<file path="src/hdl/kdb_pkg.sv">
`timescale 1ns / 1ps
// ----------------------------------------------------------------------------
// kdb_pkg
// Shared types and constants for the debounced key scanner with key FIFO.
// ----------------------------------------------------------------------------
package kdb_pkg;

    localparam int unsigned MASK_W       = 3;
    localparam int unsigned CODE_W       = 4;
    localparam int unsigned FT_W         = 7;
    localparam int unsigned LT_W         = 12;
    localparam int unsigned CNT_W        = 8;
    localparam int unsigned CFG_IDX_W    = 1;
    localparam int unsigned CFG_DATA_W   = 12;
    localparam int unsigned OPQ_DEPTH    = 4;
    localparam int unsigned OUT_DEPTH    = 4;

    localparam logic [CFG_IDX_W-1:0] REG_FILTER_TIME = 1'd0;
    localparam logic [CFG_IDX_W-1:0] REG_LONG_TIME   = 1'd1;

    localparam logic [FT_W-1:0]  FILTER_TIME_RST = 7'd5;
    localparam logic [LT_W-1:0]  LONG_TIME_RST   = 12'd100;
    localparam logic [CNT_W-1:0] FILTER_CNT_RST  = 8'd2;

    localparam logic [1:0] EV_PRESS   = 2'd1;
    localparam logic [1:0] EV_RELEASE = 2'd2;
    localparam logic [1:0] EV_LONG    = 2'd3;

    localparam logic [CODE_W-1:0] CODE_NONE = 4'd0;

    typedef struct packed {
        logic              is_pop;
        logic [CODE_W-1:0] code;
    } op_t;

    function automatic logic [CODE_W-1:0] key_code_of(input int unsigned button,
                                                     input logic [1:0] ev_kind);
        logic [7:0] v;
        v = 8'(3 * button) + {6'd0, ev_kind};
        return v[CODE_W-1:0];
    endfunction

endpackage

</file>
<file path="src/hdl/kdb_front.sv">
`timescale 1ns / 1ps
// ----------------------------------------------------------------------------
// kdb_front
// Accepts words, runs the per-button debounce filters and emits ordered ops.
// ----------------------------------------------------------------------------
module kdb_front #(
    parameter int unsigned NUM_BUTTONS = 3
) (
    input  logic                             clk,
    input  logic                             rst_n,
    input  logic                             push,
    input  logic                             kind,
    input  logic [kdb_pkg::MASK_W-1:0]       pressed_mask,
    output logic                             full,
    input  logic                             cfg_valid,
    input  logic [kdb_pkg::CFG_IDX_W-1:0]    cfg_index,
    input  logic [kdb_pkg::CFG_DATA_W-1:0]   cfg_data,
    output logic                             cfg_ready,
    output logic                             op_valid,
    output kdb_pkg::op_t                     op,
    input  logic                             op_full
);
    import kdb_pkg::*;

    localparam int unsigned SLOTS = 2 * NUM_BUTTONS;
    localparam int unsigned SEL_W = (SLOTS > 1) ? $clog2(SLOTS) : 1;
    localparam int unsigned EXT_W = (NUM_BUTTONS > MASK_W) ? NUM_BUTTONS : MASK_W;

    logic [FT_W-1:0]  filter_time_reg;
    logic [LT_W-1:0]  long_time_reg;

    logic [CNT_W-1:0] cnt_reg  [NUM_BUTTONS];
    logic [CNT_W-1:0] cnt_next [NUM_BUTTONS];
    logic             down_reg  [NUM_BUTTONS];
    logic             down_next [NUM_BUTTONS];
    logic [LT_W-1:0]  held_reg  [NUM_BUTTONS];
    logic [LT_W-1:0]  held_next [NUM_BUTTONS];

    logic [SLOTS-1:0] pend_vld_reg;
    logic [SLOTS-1:0] pend_vld_next;
    op_t              pend_op_reg  [SLOTS];
    op_t              pend_op_next [SLOTS];

    logic [SLOTS-1:0] tick_vld;
    op_t              tick_op [SLOTS];

    logic [EXT_W-1:0]       mask_ext;
    logic [NUM_BUTTONS-1:0] pressed_vec;
    logic [CNT_W-1:0]       ft8;
    logic [CNT_W-1:0]       ft2;
    logic [SEL_W-1:0]       sel;
    logic [SLOTS-1:0]       grant_vec;
    logic [SLOTS-1:0]       remain;
    logic                   accept;

    assign mask_ext    = EXT_W'(pressed_mask);
    assign pressed_vec = mask_ext[NUM_BUTTONS-1:0];
    assign ft8         = {1'b0, filter_time_reg};
    assign ft2         = {filter_time_reg, 1'b0};
    assign cfg_ready   = 1'b1;

    always_comb
    begin
        logic [LT_W-1:0] held_inc;
        for (int b = 0; b < NUM_BUTTONS; b++)
        begin
            cnt_next[b]      = cnt_reg[b];
            down_next[b]     = down_reg[b];
            held_next[b]     = held_reg[b];
            tick_vld[2*b]    = 1'b0;
            tick_vld[2*b+1]  = 1'b0;
            tick_op[2*b]     = '{is_pop: 1'b0, code: key_code_of(b, EV_PRESS)};
            tick_op[2*b+1]   = '{is_pop: 1'b0, code: key_code_of(b, EV_LONG)};
            held_inc         = held_reg[b] + 1'b1;
            if (pressed_vec[b])
            begin
                if (cnt_reg[b] < ft8)
                begin
                    cnt_next[b] = ft8;
                end
                else if (cnt_reg[b] < ft2)
                begin
                    cnt_next[b] = cnt_reg[b] + 1'b1;
                end
                else
                begin
                    if (!down_reg[b])
                    begin
                        down_next[b] = 1'b1;
                        tick_vld[2*b] = 1'b1;
                    end
                    if ((long_time_reg != '0) && (held_reg[b] < long_time_reg))
                    begin
                        held_next[b] = held_inc;
                        tick_vld[2*b+1] = (held_inc == long_time_reg);
                    end
                end
            end
            else
            begin
                held_next[b] = '0;
                if (cnt_reg[b] > ft8)
                begin
                    cnt_next[b] = ft8;
                end
                else if (cnt_reg[b] != '0)
                begin
                    cnt_next[b] = cnt_reg[b] - 1'b1;
                end
                else if (down_reg[b])
                begin
                    down_next[b] = 1'b0;
                    tick_vld[2*b] = 1'b1;
                    tick_op[2*b].code = key_code_of(b, EV_RELEASE);
                end
            end
        end
    end

    always_comb
    begin
        sel = '0;
        for (int s = SLOTS - 1; s >= 0; s--)
        begin
            if (pend_vld_reg[s])
            begin
                sel = SEL_W'(s);
            end
        end
    end

    assign op_valid  = |pend_vld_reg;
    assign op        = pend_op_reg[sel];
    assign grant_vec = (op_valid && !op_full) ? (SLOTS'(1) << sel) : '0;
    assign remain    = pend_vld_reg & ~grant_vec;
    assign full      = |remain;
    assign accept    = push && !full;

    always_comb
    begin
        pend_vld_next = remain;
        for (int s = 0; s < SLOTS; s++)
        begin
            pend_op_next[s] = pend_op_reg[s];
        end
        if (accept)
        begin
            if (kind)
            begin
                pend_vld_next   = SLOTS'(1);
                pend_op_next[0] = '{is_pop: 1'b1, code: CODE_NONE};
            end
            else
            begin
                pend_vld_next = tick_vld;
                for (int s = 0; s < SLOTS; s++)
                begin
                    pend_op_next[s] = tick_op[s];
                end
            end
        end
    end

    always_ff @(posedge clk or negedge rst_n)
    begin
        if (!rst_n)
        begin
            filter_time_reg <= FILTER_TIME_RST;
            long_time_reg   <= LONG_TIME_RST;
            pend_vld_reg    <= '0;
            for (int b = 0; b < NUM_BUTTONS; b++)
            begin
                cnt_reg[b]  <= FILTER_CNT_RST;
                down_reg[b] <= 1'b0;
                held_reg[b] <= '0;
            end
        end
        else
        begin
            if (cfg_valid && (cfg_index == REG_FILTER_TIME))
            begin
                filter_time_reg <= cfg_data[FT_W-1:0];
            end
            if (cfg_valid && (cfg_index == REG_LONG_TIME))
            begin
                long_time_reg <= cfg_data[LT_W-1:0];
            end
            pend_vld_reg <= pend_vld_next;
            if (accept && !kind)
            begin
                for (int b = 0; b < NUM_BUTTONS; b++)
                begin
                    cnt_reg[b]  <= cnt_next[b];
                    down_reg[b] <= down_next[b];
                    held_reg[b] <= held_next[b];
                end
            end
        end
    end

    always_ff @(posedge clk)
    begin
        for (int s = 0; s < SLOTS; s++)
        begin
            pend_op_reg[s] <= pend_op_next[s];
        end
    end

`ifndef ASSERT_OFF
    a_pop_single_op: assert property (@(posedge clk) disable iff (!rst_n)
        (accept && kind) |=> (pend_vld_reg == SLOTS'(1) && pend_op_reg[0].is_pop))
        else $error("A pop word did not load exactly one pop op.");
`endif

endmodule

</file>
<file path="src/hdl/kdb_opq.sv">
`timescale 1ns / 1ps
// ----------------------------------------------------------------------------
// kdb_opq
// Short op queue that decouples the scanner front from the key FIFO back end.
// ----------------------------------------------------------------------------
module kdb_opq (
    input  logic         clk,
    input  logic         rst_n,
    input  logic         push_en,
    input  kdb_pkg::op_t push_op,
    output logic         full,
    input  logic         pop_en,
    output kdb_pkg::op_t head_op,
    output logic         empty
);
    import kdb_pkg::*;

    localparam int unsigned PTR_W = $clog2(OPQ_DEPTH);
    localparam int unsigned CNT_QW = $clog2(OPQ_DEPTH + 1);

    op_t               slot_reg [OPQ_DEPTH];
    logic [PTR_W-1:0]  wr_ptr_reg;
    logic [PTR_W-1:0]  rd_ptr_reg;
    logic [CNT_QW-1:0] cnt_reg;
    logic              do_push;
    logic              do_pop;

    assign full    = (cnt_reg == CNT_QW'(OPQ_DEPTH));
    assign empty   = (cnt_reg == '0);
    assign head_op = slot_reg[rd_ptr_reg];
    assign do_push = push_en && !full;
    assign do_pop  = pop_en && !empty;

    always_ff @(posedge clk or negedge rst_n)
    begin
        if (!rst_n)
        begin
            wr_ptr_reg <= '0;
            rd_ptr_reg <= '0;
            cnt_reg    <= '0;
        end
        else
        begin
            if (do_push)
            begin
                wr_ptr_reg <= wr_ptr_reg + 1'b1;
            end
            if (do_pop)
            begin
                rd_ptr_reg <= rd_ptr_reg + 1'b1;
            end
            if (do_push && !do_pop)
            begin
                cnt_reg <= cnt_reg + 1'b1;
            end
            else if (do_pop && !do_push)
            begin
                cnt_reg <= cnt_reg - 1'b1;
            end
        end
    end

    always_ff @(posedge clk)
    begin
        if (do_push)
        begin
            slot_reg[wr_ptr_reg] <= push_op;
        end
    end

endmodule

</file>
<file path="src/hdl/kdb_back.sv">
`timescale 1ns / 1ps
// ----------------------------------------------------------------------------
// kdb_back
// Executes ops against the key ring FIFO and queues pop results for output.
// ----------------------------------------------------------------------------
module kdb_back #(
    parameter int unsigned QUEUE_DEPTH = 16
) (
    input  logic                          clk,
    input  logic                          rst_n,
    input  logic                          op_empty,
    input  kdb_pkg::op_t                  op_head,
    output logic                          op_pop,
    output logic                          empty,
    input  logic                          pop,
    output logic [kdb_pkg::CODE_W-1:0]    key_code
);
    import kdb_pkg::*;

    localparam int unsigned PTR_W  = (QUEUE_DEPTH > 1) ? $clog2(QUEUE_DEPTH) : 1;
    localparam int unsigned OPTR_W = $clog2(OUT_DEPTH);
    localparam int unsigned OCNT_W = $clog2(OUT_DEPTH + 1);

    logic [CODE_W-1:0] key_mem [QUEUE_DEPTH];
    logic [PTR_W-1:0]  head_reg;
    logic [PTR_W-1:0]  tail_reg;
    logic [PTR_W-1:0]  head_inc;
    logic [PTR_W-1:0]  tail_inc;
    logic              key_full;
    logic              key_empty;

    logic              rd_valid_reg;
    logic              rd_zero_reg;
    logic [CODE_W-1:0] rd_data_reg;
    logic [CODE_W-1:0] rd_code;

    logic [CODE_W-1:0] out_reg [OUT_DEPTH];
    logic [OPTR_W-1:0] out_wr_reg;
    logic [OPTR_W-1:0] out_rd_reg;
    logic [OCNT_W-1:0] out_cnt_reg;
    logic              out_room;
    logic              out_take;

    logic              exec_push;
    logic              exec_pop;
    logic              key_write;

    function automatic logic [PTR_W-1:0] ptr_inc(input logic [PTR_W-1:0] p);
        return (p == PTR_W'(QUEUE_DEPTH - 1)) ? '0 : p + 1'b1;
    endfunction

    assign head_inc  = ptr_inc(head_reg);
    assign tail_inc  = ptr_inc(tail_reg);
    assign key_full  = (tail_inc == head_reg);
    assign key_empty = (head_reg == tail_reg);

    assign out_room  = (out_cnt_reg + OCNT_W'(rd_valid_reg)) < OCNT_W'(OUT_DEPTH);
    assign op_pop    = !op_empty && (!op_head.is_pop || out_room);
    assign exec_push = op_pop && !op_head.is_pop;
    assign exec_pop  = op_pop && op_head.is_pop;
    assign key_write = exec_push && !key_full;

    assign rd_code   = rd_zero_reg ? CODE_NONE : rd_data_reg;
    assign empty     = (out_cnt_reg == '0);
    assign key_code  = out_reg[out_rd_reg];
    assign out_take  = pop && !empty;

    always_ff @(posedge clk or negedge rst_n)
    begin
        if (!rst_n)
        begin
            head_reg     <= '0;
            tail_reg     <= '0;
            rd_valid_reg <= 1'b0;
            rd_zero_reg  <= 1'b0;
            out_wr_reg   <= '0;
            out_rd_reg   <= '0;
            out_cnt_reg  <= '0;
        end
        else
        begin
            rd_valid_reg <= exec_pop;
            if (exec_pop)
            begin
                rd_zero_reg <= key_empty;
                if (!key_empty)
                begin
                    head_reg <= head_inc;
                end
            end
            if (key_write)
            begin
                tail_reg <= tail_inc;
            end
            if (rd_valid_reg)
            begin
                out_wr_reg <= out_wr_reg + 1'b1;
            end
            if (out_take)
            begin
                out_rd_reg <= out_rd_reg + 1'b1;
            end
            if (rd_valid_reg && !out_take)
            begin
                out_cnt_reg <= out_cnt_reg + 1'b1;
            end
            else if (out_take && !rd_valid_reg)
            begin
                out_cnt_reg <= out_cnt_reg - 1'b1;
            end
        end
    end

    always_ff @(posedge clk)
    begin
        if (key_write)
        begin
            key_mem[tail_reg] <= op_head.code;
        end
        rd_data_reg <= key_mem[head_reg];
        if (rd_valid_reg)
        begin
            out_reg[out_wr_reg] <= rd_code;
        end
    end

`ifndef ASSERT_OFF
    a_out_room: assert property (@(posedge clk) disable iff (!rst_n)
        rd_valid_reg |-> (out_cnt_reg < OCNT_W'(OUT_DEPTH)))
        else $error("A pop result arrived with the result queue full.");

    a_write_not_empty: assert property (@(posedge clk) disable iff (!rst_n)
        key_write |=> (head_reg != tail_reg))
        else $error("The key FIFO reads as empty right after a write.");

    a_empty_pop_zero: assert property (@(posedge clk) disable iff (!rst_n)
        (exec_pop && key_empty) |=> (rd_valid_reg && rd_zero_reg))
        else $error("A pop from the empty key FIFO did not return code zero.");
`endif

endmodule

</file>
<file path="src/hdl/button_debounce_long_press_key_fifo_top.sv">
`timescale 1ns / 1ps
// ----------------------------------------------------------------------------
// button_debounce_long_press_key_fifo_top
// Debounced button scanner with long-press detection and a key-code FIFO.
// ----------------------------------------------------------------------------
// Input words enter through push/full: kind 0 is a sample tick carrying the
// pressed levels, kind 1 asks for the oldest key code. Each pop word yields
// exactly one result word on empty/pop, with code zero when no key is queued;
// ticks yield none.
// The cfg channel writes filter_time (index 0) and long_time (index 1); it is
// always ready and must be used only while the block is idle.
// A tick holds the scanner until every key code it raises, at most two per
// button, has gone to the op queue; pops and ticks that raise no code can
// stream back to back while the op queue has room.
// A pop word reaches the result ports through the front op register, the op
// queue, the registered key FIFO read and the result queue, in that order,
// and can be taken once empty is low.
// When pop stays low the result queue fills, the back end stops taking pop
// ops, the op queue fills and full rises; no pop word or result is lost.
// Reset sets every filter counter to FILTER_CNT_RST, empties all queues and
// restores the register defaults.
// ----------------------------------------------------------------------------
module button_debounce_long_press_key_fifo_top #(
    parameter int unsigned QUEUE_DEPTH = 16,
    parameter int unsigned NUM_BUTTONS = 3
) (
    input  logic                            clk,
    input  logic                            rst_n,
    input  logic                            push,
    output logic                            full,
    input  logic                            kind,
    input  logic [kdb_pkg::MASK_W-1:0]      pressed_mask,
    output logic                            empty,
    input  logic                            pop,
    output logic [kdb_pkg::CODE_W-1:0]      key_code,
    input  logic                            cfg_valid,
    output logic                            cfg_ready,
    input  logic [kdb_pkg::CFG_IDX_W-1:0]   cfg_index,
    input  logic [kdb_pkg::CFG_DATA_W-1:0]  cfg_data
);
    import kdb_pkg::*;

    logic op_valid;
    op_t  front_op;
    logic opq_full;
    logic opq_empty;
    op_t  opq_head;
    logic opq_pop;

    kdb_front #(
        .NUM_BUTTONS (NUM_BUTTONS)
    ) u_front (
        .clk          (clk),
        .rst_n        (rst_n),
        .push         (push),
        .kind         (kind),
        .pressed_mask (pressed_mask),
        .full         (full),
        .cfg_valid    (cfg_valid),
        .cfg_index    (cfg_index),
        .cfg_data     (cfg_data),
        .cfg_ready    (cfg_ready),
        .op_valid     (op_valid),
        .op           (front_op),
        .op_full      (opq_full)
    );

    kdb_opq u_opq (
        .clk     (clk),
        .rst_n   (rst_n),
        .push_en (op_valid),
        .push_op (front_op),
        .full    (opq_full),
        .pop_en  (opq_pop),
        .head_op (opq_head),
        .empty   (opq_empty)
    );

    kdb_back #(
        .QUEUE_DEPTH (QUEUE_DEPTH)
    ) u_back (
        .clk      (clk),
        .rst_n    (rst_n),
        .op_empty (opq_empty),
        .op_head  (opq_head),
        .op_pop   (opq_pop),
        .empty    (empty),
        .pop      (pop),
        .key_code (key_code)
    );

endmodule
</file>
<file path="config.mk">
export PLATFORM = sky130hd
export DESIGN_NAME = button_debounce_long_press_key_fifo_top
export DESIGN_NICKNAME = d
export VERILOG_FILES = /design/src/hdl/kdb_pkg.sv /design/src/hdl/kdb_front.sv /design/src/hdl/kdb_opq.sv /design/src/hdl/kdb_back.sv /design/src/hdl/button_debounce_long_press_key_fifo_top.sv
export SDC_FILE = /design/constraint.sdc
export NUM_CORES = 1
export LEC_CHECK = 0
export BUFFER_PORTS_ARGS = -buffer_cell sky130_fd_sc_hd__buf_2
export CAP_MARGIN = 20
export CORE_UTILIZATION = 30
export CTS_CLUSTER_DIAMETER = 100
export DETAILED_ROUTE_END_ITERATION = 8
export GPL_ROUTABILITY_DRIVEN = 0
export SYNTH_ARGS = -nofsm -noshare
export SYNTH_HDL_FRONTEND = slang
export SYNTH_SLANG_ARGS = --single-unit
</file>
<file path="constraint.sdc">
create_clock -name clk -period 2.7 [get_ports clk]
set_input_delay 0.405 -clock clk [delete_from_list [all_inputs] [get_ports clk]]
set_output_delay 0.405 -clock clk [all_outputs]
set_load 0.05 [all_outputs]
</file>
==> results of run 1 <==
[through the flow]
stage	setup TNS [ps]	hold WS, ps	setup WS [ps]	total power, mW	std cells
3_5_place_dp	-365	479	-53.1	13.2	2032
4_1_cts	0	59.1	20.3	16.8	2082
3_3_place_gp	-61.6	472	-33.0	12.9	2032
6_report	0	79.9	72.3	17.0	2091
5_1_grt	-40.0	81.0	-14.7	18.2	2091
2_1_floorplan	0	109	8.87	10.4	1327
[how the worst max path moves through the flow]
stage                                     from             endpoint  slack, ps  cells past startpoint
floorplan           u_front.filter_time_reg[2]  u_front.cnt_reg[20]          9                      9
global placement    u_front.filter_time_reg[2]  u_front.cnt_reg[23]        -30                     11
detailed placement  u_front.filter_time_reg[2]  u_front.cnt_reg[23]        -50                     11
CTS                 u_front.filter_time_reg[2]   u_front.cnt_reg[0]         20                     10
global route        u_front.filter_time_reg[2]  u_front.cnt_reg[20]        -10                     12
finish              u_front.filter_time_reg[2]  u_front.cnt_reg[20]         70                     12
[cell families (layout without fill, tap and decap cells)]
kind of cell,count (synthesis),count (layout),share of synthesized area (%)
compound gates,340,340,17.0
xor+xnor,67,67,4.28
simple gates,420,420,15.7
flops,222,222,44.3
buf+inv,120,292,3.50
mux,55,55,5.77
other cells,1,1,0.0273
fa+ha+maj,102,102,9.40
[power breakdown]
| group | total [mW] | internal [mW] | switching [mW] |
|---|---|---|---|
| Clock | 3.50 | 2.04 | 1.46 |
| Combinational | 8.17 | 3.63 | 4.54 |
| Sequential | 5.37 | 4.62 | 0.754 |
| Total | 17.0 | 10.3 | 6.75 |
[metal layers]
metal	vias to the layer above	track usage, %	wire [um]
met4	0	3.26	742
met2	257	25.8	17200
li1	5301	-	-
met5	-	0	0
met1	5393	20.1	15900
met3	54	2.59	1740
[critical path, delay by kind of cell (launching register included)]
kind | cells | cell delay (ps)
buf+inv | 4 | 560
compound gates | 3 | 630
flops | 1 | 550
fa+ha+maj | 1 | 220
simple gates | 4 | 530
[area by class of cell]
| cell class | instances | area, um2 | share of cell area [%] |
|---|---|---|---|
| Timing Repair Buffer | 194 | 1460 | 8.72 |
| Clock buffer | 29 | 651 | 3.90 |
| Multi-Input combinational cell | 985 | 7380 | 44.2 |
| Tap cell | 592 | 741 | 4.44 |
| Sequential cell | 222 | 6080 | 36.4 |
| Inverter | 52 | 198 | 1.18 |
| Clock inverter | 17 | 191 | 1.15 |
[placed cells by master, fill, tap and decap left out, types with 12 or more instances in the layout]
master	count
a21o_1	18
a21oi_1	64
a22o_1	13
a22oi_1	13
a31oi_1	21
and2_1	14
and3_1	23
buf_2	26
buf_4	160
clkbuf_16	25
dfrtp_1	103
edfxtp_1	106
ha_1	94
inv_1	44
mux2_2	22
mux2i_1	16
mux4_2	17
nand2_1	118
nand3_1	44
nor2_1	74
nor2b_1	12
nor3_1	25
o211ai_1	22
o21ai_0	70
o22ai_1	13
o31ai_1	14
xnor2_1	47
xor2_1	20
[timing repair]
| item | 4_1_cts | 5_1_grt |
|---|---|---|
| hold buffers | 1 | 0 |
| cloned | 0 | 1 |
| setup endpoints to repair | 17 | 104 |
| buffers inserted | 3 | 8 |
| pin swaps | 1 | 13 |
| gates resized for setup | 8 | 45 |
| endpoints found under the hold margin | 74 | 0 |
==> flow_metrics.env, run 1 <==
export IMPL_synth_edf_count=106
export IMPL_synthTopCellsByArea="edfxtp_1 (23%), dfrtp_1 (19%), ha_1 (9.0%), nand2_1 (3.3%), xnor2_1 (3.0%)"
export IMPL_synth_top_area_share_pct=23.2
export IMPL_p_leak_nw=6.77
export IMPL_vias=11005
export IMPL_grt_pass1_vias=10845
export IMPL_yosys_warnings=0
export IMPL_rows=77
export IMPL_drive_gt1_share_pct=23.3
export IMPL_fin_area_um2=16700
export IMPL_clk_pin_slew_ps=60
export IMPL_hpwlAfterDp_um=26100
export IMPL_cp_required_ps=3130
export IMPL_start_util_pct=30.7
export IMPL_utilization_pct=37.4
export IMPL_outcome="complete, no violations"
export IMPL_drcViolationCount=0
export IMPL_post_synth_cell_area_avg_um2=10.3
export IMPL_irDropWorstVdd_mv=0.522
export IMPL_r2r_cells=12
export IMPL_drv_slew=0
export IMPL_yosys_register_bits=222
export IMPL_hold_end="u_front.filter_time_reg[6]"
export IMPL_grt_pass1_wl_um=57300
export IMPL_cts_sinks=222
export IMPL_fin_nets=1603
export IMPL_rrSetupSlack_ps=70
export IMPL_nFillCells=4372
export IMPL_rr_startpoint="u_front.filter_time_reg[2]"
export IMPL_finalCriticalPeriod_ps=2630
export IMPL_cpPeakStageDelay_ps=550
export IMPL_cp_common_cell="buf_4"
export IMPL_relSlewSlack_pct=46.1
export IMPL_drtIter0Drc=666
export IMPL_max_freq_ghz=0.381
export IMPL_yosysUniqueCellTypes=91
export IMPL_synth_top_cells_by_count="nand2_1 (119), edfxtp_1 (106), dfrtp_1 (104)"
export IMPL_postRouteAntennaNets=0
export IMPL_min_delay_start="cfg_data[6]"
export IMPL_min_path_type="input pin to flip-flop"
export IMPL_path_cells="inv_4, ha_4, and3_4, a221oi_2, buf_4, a2bb2oi_4, nor2_1, buf_4, nor3_4, buf_6, nand2_1, o22a_1"
export IMPL_arrival_ps=3060
export IMPL_startpoint_type="flip-flop"
export IMPL_max_clock_path_buffers=3
export IMPL_hold_depth=3
export IMPL_timing_final_crit_share_pct=97.3
export IMPL_grt_remaining_overflow=0
export IMPL_yosysSeqAreaShare_pct=44.3
export IMPL_die_h_um=216
export IMPL_io_buffers=27
export IMPL_yosysMostFrequentCell="nand2_1"
export IMPL_placed_area_um2=15600
export IMPL_synthFlopType="edfxtp_1"
export IMPL_cp_slowest_cell="dfstp_2"
export IMPL_rsz0062_at_grt="yes"
export IMPL_fp_dieW_um=216
export IMPL_core_area_um2=44600
export IMPL_synth_net_count=1450
export IMPL_critPathMaxFanout=6
export IMPL_grt_max_degree=113
export IMPL_wire_per_inst_um=17.0
export IMPL_io_pins=29
export IMPL_cts_root_buf="clkbuf_16"
export IMPL_clock_skew_ps=22.3
export IMPL_endpoint_kind="flip-flop"
export IMPL_tightest_slew_ps=807
export IMPL_n_antenna_cell=0
export IMPL_r2r_end="u_front.cnt_reg[20]"
export IMPL_die_area_um2=46600
export IMPL_drv_cap=0
export IMPL_async_flop_share_pct=50.5
export IMPL_path_class="flip-flop to flip-flop"
export IMPL_cts_buffers_inserted=25
export IMPL_clock_latency_ps=550
export IMPL_synthToLayoutAreaGrowth_pct=21.7
export IMPL_antenna_found_initial=0
export IMPL_post_synth_top_area_cell="edfxtp_1"
export IMPL_grtUsageTotal_pct=15.2
export IMPL_hold_violations=0
export IMPL_powerDensity_nw_per_um2=1020
export IMPL_h_tree_depth=1
export IMPL_setup_viol=0
export IMPL_firstDrtPassIters=5
export IMPL_mappedNetlistArea_um2=13700
export IMPL_largest_reg_flops=64
export IMPL_vias_per_cell=5.26
export IMPL_synthCells=1327
export IMPL_cts_tree="yes"
export IMPL_routed_wl_um=35600
Note: power is estimated with default switching activity, not from simulation.
==> inputs of run 2 (changes only) <==
CORE_MARGIN = 10   (was default)
CORE_UTILIZATION = 50   (was 30)
PLACE_DENSITY = 0.68   (was default)
==> run 2 against run 1 <==
Critical path depth fell by 2. Critical endpoint is now u_front.cnt_reg[0]. Critical path type unchanged. Combinational power hardly changed. Register-to-register slack worse by 30 ps. Highest routed layer unchanged. Non-clock buffer count down 1. Sequential power about the same. Worst setup slack got worse by 32 ps. Largest power group unchanged.
==> flow_metrics.env, run 2 (synthesis gave the netlist of run 1 again) <==
export IMPL_layout_commonest_cell="buf_4"
export IMPL_grt_max_degree=113
export IMPL_path_cells="inv_4, ha_4, and3_4, buf_4, and3_4, o221ai_4, nor2_4, a221o_1, or3_1, o211ai_1"
export IMPL_switching_power_mw=6.76
export IMPL_drtIter0Drc=820
export IMPL_clkPwrFrac_pct=20.8
export IMPL_wire_per_inst_um=19.0
export IMPL_instances_no_fill=1840
export IMPL_hpwlAfterDp_um=24900
export IMPL_tightest_slew_ps=689
export IMPL_placed_area_um2=15100
export IMPL_relSlewSlack_pct=53.9
export IMPL_fp_dieW_um=186
export IMPL_io_pins=29
export IMPL_grt_remaining_overflow=0
export IMPL_max_clock_path_buffers=3
export IMPL_endpoint_kind="flip-flop"
export IMPL_cts_tree="yes"
export IMPL_power_frac_comb_pct=47.8
export IMPL_cpPeakStageDelay_ps=550
export IMPL_h_tree_depth=1
export IMPL_finalPower_mw=17.1
export IMPL_r2r_cells=10
export IMPL_arrival_ps=3110
export IMPL_drv_cap=0
export IMPL_cp_required_ps=3150
export IMPL_largest_reg_flops=64
export IMPL_vias=11059
export IMPL_drv_slew=0
export IMPL_vias_per_cell=6.01
export IMPL_cts_buffers_inserted=25
export IMPL_drive_gt1_share_pct=23.6
export IMPL_clk_pin_slew_ps=60
export IMPL_irDropWorstVdd_mv=0.562
export IMPL_powerDensity_nw_per_um2=1040
export IMPL_min_path_type="input pin to flip-flop"
export IMPL_nFillCells=2196
export IMPL_path_class="flip-flop to flip-flop"
export IMPL_grtUsageTotal_pct=20.0
export IMPL_die_h_um=186
export IMPL_finalCriticalPeriod_ps=2660
export IMPL_p_leak_nw=6.79
export IMPL_routed_wl_um=35000
export IMPL_synthToLayoutAreaGrowth_pct=20.0
export IMPL_cts_root_buf="clkbuf_16"
export IMPL_tns_ps=0
export IMPL_grt_pass1_wl_um=56300
export IMPL_swShare_pct=39.4
export IMPL_io_buffers=27
export IMPL_place_inst=1769
export IMPL_rsz0062_at_grt="yes"
export IMPL_rows=60
export IMPL_core_area_um2=27000
export IMPL_setup_viol=0
export IMPL_hold_depth=2
export IMPL_start_util_pct=50.9
export IMPL_max_freq_ghz=0.376
export IMPL_drcViolationCount=0
export IMPL_dp_slack_ps=-129
export IMPL_holdWs_ps=102
export IMPL_clock_skew_ps=17.4
export IMPL_p_int_mw=10.4
export IMPL_postRouteAntennaNets=0
export IMPL_grt_pass1_vias=10838
export IMPL_hold_violations=0
export IMPL_cp_common_cell="and3_4"
export IMPL_firstDrtPassIters=5
export IMPL_pwr_share_seq_pct=31.4
export IMPL_die_area_um2=34500
export IMPL_rrSetupSlack_ps=40
export IMPL_layout_setup_ws_ps=40.0
export IMPL_critPathMaxFanout=6
export IMPL_clock_latency_ps=540
export IMPL_antenna_found_initial=1
export IMPL_fin_nets=1602
export IMPL_utilization_pct=61.1
export IMPL_outcome="complete, no violations"
export IMPL_startpoint_type="flip-flop"
export IMPL_layout_common_cells="buf_4 (159), nand2_1 (118), edfxtp_1 (106)"
export IMPL_cts_sinks=222
export IMPL_cp_slowest_cell="dfstp_2"
export IMPL_timing_final_crit_share_pct=98.5
export IMPL_fin_area_um2=16500
[run 2: path summary, 6_finish.rpt]
path / from / endpoint
min: cfg_data[8] / u_front.long_time_reg[8]
max: u_front.filter_time_reg[2] / u_front.cnt_reg[0]
min in group asynchronous: rst_n / u_back.out_cnt_reg[0]
max in group asynchronous: rst_n / u_front.held_reg[13]
max reg2reg: u_front.filter_time_reg[2] / u_front.cnt_reg[0]
min reg2reg: u_back.out_cnt_reg[2] / u_back.out_cnt_reg[2]
[run 2: what timing repair did]
item / 4_1_cts / 5_1_grt
hold endpoints to repair: 40 / 0
setup endpoints to repair: 43 / 106
buffers inserted: 6 / 16
hold buffers: 1 / 0
pin swaps: 6 / 16
cloned: 0 / 1
gates resized for setup: 17 / 48
[run 2: cell type report]
type                    count  area (um2)  share of cell area [%]
repair buffers            193        1440                    8.74
inverters                  52         198                    1.20
flip-flops and latches    222        6080                    36.9
multi-input cells         985        7450                    45.3
clock inverters            15         198                    1.20
well taps                 341         427                    2.59
clock buffers              31         668                    4.06
diodes                      1        2.50                  0.0152
[run 2: power groups by stage]
stage | Clock (mW) | Sequential (mW) | Combinational [mW]
finish | 3.57 | 5.37 | 8.19
global route | 3.77 | 5.47 | 9.03
CTS | 3.65 | 5.36 | 7.79
detailed placement | 0 | 5.40 | 7.59
global placement | 0 | 5.37 | 7.41
floorplan | 0 | 5.23 | 5.22
[run 2: metal layers]
metal  GRT usage [%]  vias to the layer above  wire length [um]
li1                -                     5314                 -
met1            25.9                     5395             15200
met2            34.6                      307             17300
met3            2.75                       43              1760
met4            4.77                        0               682
met5               0                        -                 0
[run 2: critical path: cells and delay by family, from the launching register on]
family	cells	cell delay, ps
compound gates	3	780
fa+ha+maj	1	220
buf+inv	2	200
flops	1	550
simple gates	4	820
==> inputs of run 3 (changes only) <==
MAX_ROUTING_LAYER = met4   (was default)
==> run 3 against run 2 <==
First-iteration DRC count grew 6.0%. Die area is the same. Via count grew 0.40%. Highest routed layer unchanged. Core utilization is essentially flat. Non-clock buffer count is the same. Cell area is essentially flat. Power is essentially flat. Critical path depth is the same.
==> flow_metrics.env, run 3 (synthesis gave the netlist of run 1 again) <==
export IMPL_powerDensity_nw_per_um2=1040
export IMPL_grt_remaining_overflow=0
export IMPL_clk_pin_slew_ps=60
export IMPL_cts_root_buf="clkbuf_16"
export IMPL_irDropWorstVdd_mv=0.562
export IMPL_cts_sinks=222
export IMPL_max_clock_path_buffers=3
export IMPL_hpwlAfterDp_um=24900
export IMPL_wl_met2_um=17500
export IMPL_tightest_slew_ps=685
export IMPL_finalPower_mw=17.1
export IMPL_start_util_pct=50.9
export IMPL_endpoint_kind="flip-flop"
export IMPL_grtUsageTotal_pct=20.6
export IMPL_nFillCells=2201
export IMPL_rrSetupSlack_ps=40
export IMPL_grt_max_degree=113
export IMPL_drive_gt1_share_pct=23.4
export IMPL_firstDrtPassIters=7
export IMPL_tns_ps=0
export IMPL_drt_met1_wl_um=15200
export IMPL_cts_tree="yes"
export IMPL_die_h_um=186
export IMPL_io_buffers=27
export IMPL_min_delay_start="cfg_data[8]"
export IMPL_layout_commonest_cell="buf_4"
export IMPL_path_cells="inv_4, ha_4, and3_4, buf_4, and3_4, o221ai_4, nor2_4, a221o_1, or3_1, o211ai_1"
export IMPL_setup_viol=0
export IMPL_cp_required_ps=3150
export IMPL_wire_per_inst_um=19.0
export IMPL_antenna_found_initial=1
export IMPL_arrival_ps=3110
export IMPL_timing_final_crit_share_pct=98.6
export IMPL_cts_buffers_inserted=25
export IMPL_cp_common_cell="and3_4"
export IMPL_clock_skew_ps=15.7
export IMPL_drv_slew=0
export IMPL_relSlewSlack_pct=54.2
export IMPL_vias_per_cell=6.03
export IMPL_rsz0062_at_grt="yes"
export IMPL_hold_depth=2
export IMPL_hold_violations=0
export IMPL_top_layer_used="met4"
export IMPL_rr_startpoint="u_front.filter_time_reg[2]"
export IMPL_rows=60
export IMPL_hold_end="u_front.long_time_reg[8]"
export IMPL_synthToLayoutAreaGrowth_pct=19.9
export IMPL_multiInputGateArea_um2=7440
export IMPL_grt_pass1_vias=10834
export IMPL_min_path_type="input pin to flip-flop"
export IMPL_finalCriticalPeriod_ps=2660
export IMPL_r2r_end="u_front.cnt_reg[0]"
export IMPL_io_pins=29
export IMPL_outcome="complete, no violations"
export IMPL_fp_dieW_um=186
export IMPL_layout_common_cells="buf_4 (158), nand2_1 (118), edfxtp_1 (106)"
export IMPL_routed_wl_um=35000
export IMPL_max_freq_ghz=0.376
export IMPL_h_tree_depth=1
export IMPL_grt_pass1_wl_um=56300
export IMPL_fin_nets=1602
export IMPL_dp_slack_ps=-129
export IMPL_drcViolationCount=0
export IMPL_p_leak_nw=6.79
export IMPL_seqCellArea_um2=6080
export IMPL_cp_slowest_cell="dfstp_2"
export IMPL_worstSetupStartpoint="u_front.filter_time_reg[2]"
export IMPL_startpoint_type="flip-flop"
export IMPL_path_class="flip-flop to flip-flop"
export IMPL_layout_setup_ws_ps=38.3
export IMPL_vias=11103
export IMPL_cpPeakStageDelay_ps=560
export IMPL_clock_latency_ps=540
export IMPL_largest_reg_flops=64
export IMPL_postRouteAntennaNets=0
export IMPL_wl_met3_um=1670
export IMPL_critPathMaxFanout=6
export IMPL_core_area_um2=27000
export IMPL_drtIter0Drc=869
export IMPL_drv_cap=0
export IMPL_r2r_cells=10
export IMPL_die_area_um2=34500
[run 3: worst max-delay path: cells and delay by family, from the launching register on]
family	cells	cell delay, ps
compound gates	3	770
buf+inv	2	200
simple gates	4	820
flops	1	560
fa+ha+maj	1	220
[run 3: where the power goes]
part / switching, mW / leakage (nW) / internal, mW
Clock: 1.41 / 0.429 / 2.16
Combinational: 4.58 / 3.98 / 3.60
Sequential: 0.760 / 2.38 / 4.62
Total: 6.75 / 6.79 / 10.4
[run 3: area by class of cell]
cell class | count | area share (%)
Antenna cell | 1 | 0.0152
Clock buffer | 31 | 4.06
Clock inverter | 15 | 1.20
Inverter | 52 | 1.20
Multi-Input combinational cell | 985 | 45.2
Sequential cell | 222 | 36.9
Tap cell | 341 | 2.59
Timing Repair Buffer | 193 | 8.77
[run 3: worst max-delay path by stage]
stage                      endpoint  slack, ps  depth (start not counted)
3_3_place_gp    u_front.cnt_reg[23]        -80                         10
3_5_place_dp    u_front.cnt_reg[21]       -130                         11
2_1_floorplan   u_front.cnt_reg[20]          9                          9
4_1_cts        u_back.key_mem[3][0]        -30                          9
5_1_grt          u_front.cnt_reg[0]        -40                         10
6_report         u_front.cnt_reg[0]         40                         10
[run 3: repair_timing]
action,CTS,global route
hold endpoints to repair,40,0
gates resized for setup,17,48
pin swaps,6,17
setup endpoints to repair,43,106
cloned,0,1
hold buffers,1,0
setup buffers,6,16
[run 3: metrics by stage]
step | instances | hold WS [ps] | utilization (%) | cell area [um2]
after floorplan | 1327 | 109 | - | 13800
after global placement | 1769 | 471 | 56.2 | 15100
after detailed placement | 1769 | 483 | 56.2 | 15100
after CTS | 1822 | 84.9 | 59.9 | 16100
after global routing | 1840 | 99.4 | 61.0 | 16400
final | 1840 | 102 | 61.0 | 16400
[run 3: routing by layer]
metal | global-route usage, % | up-vias
met2 | 34.6 | 309
met3 | 2.71 | 42
li1 | - | 5309
met1 | 26.0 | 5443
met5 | - | -
met4 | 4.77 | 0
